$ cat config.mk
export PLATFORM = sky130hd
export DESIGN_NAME = fiat_cell
export DESIGN_NICKNAME = d
export VERILOG_FILES = /design/src/hdl/fiat_pkg.sv /design/src/hdl/fiat_cell.sv
export SDC_FILE = /design/constraint.sdc
export NUM_CORES = 1
export LEC_CHECK = 0
export ABC_AREA = 1
export BUFFER_PORTS_ARGS = -buffer_cell sky130_fd_sc_hd__buf_2
export CORE_MARGIN = 2
export CORE_UTILIZATION = 40
export DETAILED_ROUTE_END_ITERATION = 7
export GPL_TIMING_DRIVEN = 0
export SLEW_MARGIN = 30
export SYNTH_ARGS = -nofsm -noshare
export SYNTH_HDL_FRONTEND = slang
export SYNTH_SLANG_ARGS = --single-unit
$ cat constraint.sdc
create_clock -name clk -period 2.65 [get_ports clk]
set_clock_uncertainty 0.2 [all_clocks]
set_input_delay 0.3975 -clock clk [delete_from_list [all_inputs] [get_ports clk]]
set_output_delay 0.3975 -clock clk [all_outputs]
set_load 0.02 [all_outputs]
$ cat src/hdl/fiat_pkg.sv
// Shared codes and the query token that travels down the cell chain.
package fiat_pkg;

  localparam int KeyWidth = 32;

  // Operation codes carried on the input tuser
  localparam logic [1:0] OP_ADD    = 2'd0;
  localparam logic [1:0] OP_LOOKUP = 2'd1;
  localparam logic [1:0] OP_GEN    = 2'd2;

  // Status codes carried on the output tuser
  localparam logic [1:0] ST_OK        = 2'd0;
  localparam logic [1:0] ST_PRESENT   = 2'd1;
  localparam logic [1:0] ST_NOT_FOUND = 2'd2;
  localparam logic [1:0] ST_FULL      = 2'd3;

  // One query moving from cell to cell
  typedef struct packed {
    logic                 active;
    logic [1:0]           op;
    logic [KeyWidth-1:0]  key;
    logic                 attr;      // attribute to store (add or generated)
    logic                 hit;       // key matched in an earlier cell
    logic                 hit_attr;  // stored attribute of the matching entry
    logic                 ins;       // key was appended by an earlier cell
  } token_t;

endpackage

$ cat src/hdl/fiat_cell.sv
// One table entry: holds a key and attribute, checks and forwards the query token.
module fiat_cell (
  input  logic              clk,
  input  logic              rst,
  input  fiat_pkg::token_t  tok_in,
  output fiat_pkg::token_t  tok_out,
  output logic              used
);

  logic [fiat_pkg::KeyWidth-1:0] key_q;
  logic                          attr_q;
  logic                          wr;
  logic                          is_insert;
  fiat_pkg::token_t              tok_next;

  assign is_insert = (tok_in.op == fiat_pkg::OP_ADD) || (tok_in.op == fiat_pkg::OP_GEN);

  // Match an occupied entry, or claim the first free one for an insert
  always_comb begin
    tok_next = tok_in;
    wr       = 1'b0;
    if (tok_in.active) begin
      if (used && !tok_in.hit && (key_q == tok_in.key)) begin
        tok_next.hit      = 1'b1;
        tok_next.hit_attr = attr_q;
      end else if (!used && !tok_in.hit && !tok_in.ins && is_insert) begin
        tok_next.ins = 1'b1;
        wr           = 1'b1;
      end
    end
  end

  // Store the entry payload
  always_ff @(posedge clk) begin
    if (wr) begin
      key_q  <= tok_in.key;
      attr_q <= tok_in.attr;
    end
  end

  // Mark occupancy and hand the token to the next cell
  always_ff @(posedge clk) begin
    if (rst) begin
      used           <= 1'b0;
      tok_out.active <= 1'b0;
    end else begin
      if (wr) begin
        used <= 1'b1;
      end
      tok_out <= tok_next;
    end
  end

endmodule
Word-level counts from Yosys, hierarchy flattened
Index checks and enable logic that the tools add are counted.
{"block": "classes", "n_eq_ne": 2, "mux": 7, "n_reduce_logical": 10}
{"cell": "$eq 32x32->1", "count": 1}
{"cell": "$logic_and 1x1->1", "count": 5}
{"cell": "$mux 1", "count": 5}
{"cell": "$logic_not 1->1", "count": 3}
{"cell": "$mux 3", "count": 1}
{"cell": "$eq 2x2->1 const B", "count": 1}
{"cell": "$logic_not 2->1", "count": 1}
{"cell": "$mux 2", "count": 1}
{"cell": "$logic_or 1x1->1", "count": 1}
{"block": "word_totals", "input_bits": 41, "ff_bits": 73, "out_inout_bits": 40, "word_cells": 29}

Longest topological paths before layout
{"block": "logic_depth", "ltp_word": 7, "ltp_mapped": 11}

Worst setup path after synthesis
Ideal clock, no wire load.
{"block": "synth_path", "kind": "input to register", "from": "input tok_in[36] in the netlist's numbering", "to": "register attr_q (enable)", "setup_time_ns": 0.388, "path_stages": 3, "t_required_ns": 2.062, "n_path_buf": 0, "slack_ns": 0.651, "arrival_time_ns": 1.411, "path_cell_list": "nor4_1 > nand2_1 > inv_1"}
{"block": "synth_between", "elab_chain_cells": 6, "elab_cells_between_ends": 7, "cone_classes": "eq/ne (1); mux (3); reduce/logical (3)"}
{"element": "start, declared", "line": "fiat_cell.sv:5", "text": "input fiat_pkg::token_t tok_in,"}
{"element": "$eq 2x2->1 or $logic_not 2->1 (tied branches)", "line": "fiat_cell.sv:16", "text": "assign is_insert = (tok_in.op == fiat_pkg::OP_ADD) || (tok_in.op == fiat_pkg::OP_GEN);"}
{"element": "$logic_or 1x1->1 *", "line": "fiat_cell.sv:16"}
{"element": "$logic_and 1x1->1 *", "line": "fiat_cell.sv:26", "text": "end else if (!used && !tok_in.hit && !tok_in.ins && is_insert) begin"}
{"element": "$mux 1 *", "line": "fiat_cell.sv:26"}
{"element": "$mux 1 *", "line": "fiat_cell.sv:23", "text": "if (used && !tok_in.hit && (key_q == tok_in.key)) begin"}
{"element": "$mux 1 *", "line": "fiat_cell.sv:22", "text": "if (tok_in.active) begin"}
{"element": "named net wr", "line": "fiat_cell.sv:12", "text": "logic wr;"}
{"element": "end signal, assigned", "line": "fiat_cell.sv:37", "text": "attr_q <= tok_in.attr;"}
{"element": "end, declared", "line": "fiat_cell.sv:11", "text": "logic attr_q;"}
Mark *: on every way through the listed nets, which the timed path passes. The rest lies on a longest branch.
A chain may end at the register's enable or synchronous reset.

Worst setup path after layout
{"block": "layout_path", "from": "register used", "to": "register key_q[11] in the netlist's numbering (enable)"}
{"block": "layout_between", "elab_chain_cells": 7, "elab_cells_between_ends": 9, "cone_classes": "mux (3); reduce/logical (6)"}
{"element": "start, declared", "line": "fiat_cell.sv:7", "text": "output logic used"}
{"element": "start signal, assigned", "line": "fiat_cell.sv:44", "text": "used <= 1'b0;"}
{"element": "start signal, assigned", "line": "fiat_cell.sv:48", "text": "used <= 1'b1;"}
{"element": "$logic_not 1->1", "line": "fiat_cell.sv:26"}
{"element": "$logic_and 1x1->1 (3 in a row)", "line": "fiat_cell.sv:26"}
{"element": "$mux 1", "line": "fiat_cell.sv:26"}
{"element": "$mux 1 *", "line": "fiat_cell.sv:23"}
{"element": "$mux 1 *", "line": "fiat_cell.sv:22"}
{"element": "named net wr", "line": "fiat_cell.sv:12"}
{"element": "end signal, assigned", "line": "fiat_cell.sv:36", "text": "key_q <= tok_in.key;"}
{"element": "end, declared", "line": "fiat_cell.sv:10", "text": "logic [fiat_pkg::KeyWidth-1:0] key_q;"}
Marked as above.

==> key figures <==
Critical path
  – CP Data Arrival Time: 1.61 ns
  – Slowest cell on the critical path: inv_2
  – Worst EP required: 2.42 ns
  – CP Capture Point: key_q[11]$_DFFE_PP_
  – Worst path cell trace: nor4_1 -> nand2_1 -> inv_2
  – Worst reg2reg setup slack: 0.81 ns
  – R2R Path Start: used$_SDFFE_PP0P_
  – Worst setup SP type: flop
  – Crit. End Element: flop
  – Critical Path Fanout Max: 34
  – Crit path largest cell delay: 0.58 ns
  – Setup CP Type: flop to flop
  – Cell depth of the worst flop-to-flop path: 3
  – Critical Path Source: used$_SDFFE_PP0P_
  – Reg2reg end: key_q[11]$_DFFE_PP_

Timing
  – Post-route setup TNS: 0 ns
  – Post-route clock period utilization: 69.55%
  – F_max: 542.6 MHz
  – Worst Tran Pin Value: 0.7571 ns
  – RSZ-0062 raised after global routing: no
  – Max Slew Vio Count: 0
  – Tmin final: 1.843 ns
  – Final count of hold timing violations: 0
  – Slew HR: 49.45%
  – Final setup fails: 0

Power and ir drop
  – Leak pwr: 1.589 nW
  – Reg power frac: 55.8%
  – Worst vdd ir: 0.4111 mV
  – Net Sw Frac: 23.68%
  – Share of power burned in the clock network: 35.0%
  – Gate power share: 9.2%
  – Internal: 0.001838 W
  – Pwr Density: 675.5 mW/mm2
  – Net switching power: 0.0005703 W

Logic synthesis
  – Post-Synth XOR/XNOR Area: 1.551%
  – Dominant cells by area after synthesis: edfxtp_1, nand2_1, inv_1
  – Synth area leader: edfxtp_1
  – Yosys warning total: 0
  – Synth cell count leaders: edfxtp_1, nand2_1, inv_1
  – Fraction of registers with async set/reset: 0%
  – Largest family of logic cells by synthesized area: simple AND/OR/NAND/NOR gates
  – Synth top area share: 75.53%
  – Post-Syn Instances: 229
  – Cell with the most instances after synthesis: edfxtp_1
  – Sequential area share after synthesis: 76.95%
  – Post-synthesis adder-cell area fraction: 0%
  – Primary FF master, synth: edfxtp_1
  – Multiplexer area fraction after synthesis: 0%
  – Flops & latches, synth: 73
  – Mapped Area: 0.002823 mm2
  – Synth cell types: 15
  – Mean post-synth cell area: 12.33 um2
  – Syn Nets: 270
  – Compound-Gate Fraction of Synth Area: 1.551%
  – Simple-Gate Fraction of Synth Area: 13.83%
  – Post-synth EDFFs: 71

CTS
  – H-tree Lvls: 3
  – CTS tree: built
  – Worst skew pair latency: 0.33 ns
  – Inserted Clock Buffers: 9
  – Reg clk slew, reported paths: 0.08 ns
  – Clk sink count: 73
  – CTS root buf: clkbuf_8
  – Post-CTS setup buffer count: 0
  – Post-CTS Resized: 0
  – Max clock buf depth: 2
  – CTS Hold Bufs: 0

Placed design
  – HPWL Detailed: 3583 um
  – Placed cells: 406
  – Final weighted congestion in routability-driven placement: 0.7175
  – IO buf count: 80

Routing
  – Final ANT Viol Nets: 0
  – Via density: 4.275
  – WL/cell: 11.97 um
  – Total number of vias: 1804
  – Total iterations of the first detailed-routing run: 4
  – Routed WL: 5053 um
  – DR DRC count: 0
  – DR iter-0 viols: 94

Floorplanning
  – Die ar.: 0.007745 mm2
  – I/O Pins: 81
  – Die X: 88.01 um
  – Die Span Y: 88.01 um
  – Row cnt: 30
  – Area of the core: 0.006794 mm2
  – Initial core utilization: 41.55%

Global route
  – Total GRT Usage: 13.65%
  – Gr ovfl total: 0
  – Largest net degree at the start of global routing: 35
  – First-pass GRT wire length: 7762 um
  – Vias in the first global route: 1752
  – Initial antenna violation count: 0

Final layout
  – # nets final: 362
  – Fin cells: 422
  – Syn-to-layout area delta: 26.33%
  – ANT cells: 0
  – Share of cells above drive strength 1: 31.29%
  – Fillers: 607

Outcome
  – Status: finished, final reports clean

Hold path
  – Worst Hold Class: input port to flop

Run
  – Maxcap violations: 0
-- per-layer routing --
metal  wire, um  track usage [%]  up-vias
li1           -                -      928
met1       2244            16.53      813
met2       2376            20.73       54
met3        332            5.184        9
met4         99            8.252        0
met5          0                0        -
-- per-stage QoR --
stage	total power, W	hold WS (ns)	area (um2)	util (%)	setup slack, ns
after CTS	0.002440	0.01009	3566	52.49	0.7516
after floorplan	0.001487	0.2666	2823	-	0.6514
after global routing	0.002510	0.01227	3566	52.49	0.6584
after detailed placement	0.001596	0.2818	3371	49.61	0.5266
final	0.002409	0.02903	3566	52.49	0.8070
after global placement	0.001587	0.2782	3343	49.21	0.1317
-- power by group through the flow --
stage | registers [W] | clock network [W] | logic [W]
after floorplan | 0.00144 | 0 | 0.0000509
after detailed placement | 0.00137 | 0 | 0.000226
after global routing | 0.00135 | 0.000916 | 0.000245
after CTS | 0.00134 | 0.000870 | 0.000226
final | 0.00134 | 0.000844 | 0.000222
after global placement | 0.00137 | 0 | 0.000217
-- flip-flops by register name, summed over array words and instances, names as in the netlist --
name     count
tok_out     39
key_q       32
attr_q       1
used         1
-- critical path, delay by kind of cell (launching register included) --
family / cells / cell delay [ns]
buffers and inverters: 1 / 0.58
AND/OR/NAND/NOR: 2 / 0.38
flip-flops: 1 / 0.32
-- layout make-up --
| cell class | count | area, um2 | share of cell area [%] |
|---|---|---|---|
| clock buffers | 9 | 123.9 | 3.474 |
| clock inverters | 7 | 71.32 | 2.000 |
| inverters | 46 | 172.7 | 4.842 |
| multi-input cells | 110 | 478.0 | 13.40 |
| flip-flops and latches | 73 | 2172 | 60.91 |
| well taps | 96 | 120.1 | 3.368 |
| repair buffers | 81 | 427.9 | 12.00 |
-- cells in the final DEF (no fill, tap or decap) --
cell type / n
buf_2: 80
edfxtp_1: 71
nand2_1: 64
inv_1: 44
nor2_1: 23
clkbuf_8: 9
xnor2_1: 5
o21ai_0: 4
nand4_1: 4
o22ai_1: 3
clkinvlp_4: 3
inv_2: 2
nand3_1: 2
clkinv_2: 2
dfxtp_1: 2
nor4_1: 1
or2_2: 1
nor2_2: 1
nand3_2: 1
a21oi_1: 1
clkinv_4: 1
bufinv_16: 1
buf_16: 1
-- cells by family (layout without fill, tap and decap cells) --
| kind of cell | count (synthesis) | in the layout |
|---|---|---|
| AOI/OAI and AO/OA | 8 | 8 |
| xor gates and xnor gates | 5 | 5 |
| and+or+nand+nor | 97 | 97 |
| buffers and inverters | 46 | 143 |
| DFF | 73 | 73 |
-- worst min path at each step --
stage / start / end / slack (ns) / cells past startpoint
after CTS: tok_in[37] / tok_out[37]$_DFFE_PN_ / 0.01 / 1
after detailed placement: used$_SDFFE_PP0P_ / used$_SDFFE_PP0P_ / 0.28 / 2
final: tok_in[37] / tok_out[37]$_DFFE_PN_ / 0.03 / 1
after floorplan: rst / used$_SDFFE_PP0P_ / 0.27 / 1
after global routing: tok_in[37] / tok_out[37]$_DFFE_PN_ / 0.01 / 1
after global placement: used$_SDFFE_PP0P_ / used$_SDFFE_PP0P_ / 0.28 / 2
No activity file was read; power rests on OpenSTA's default activity.
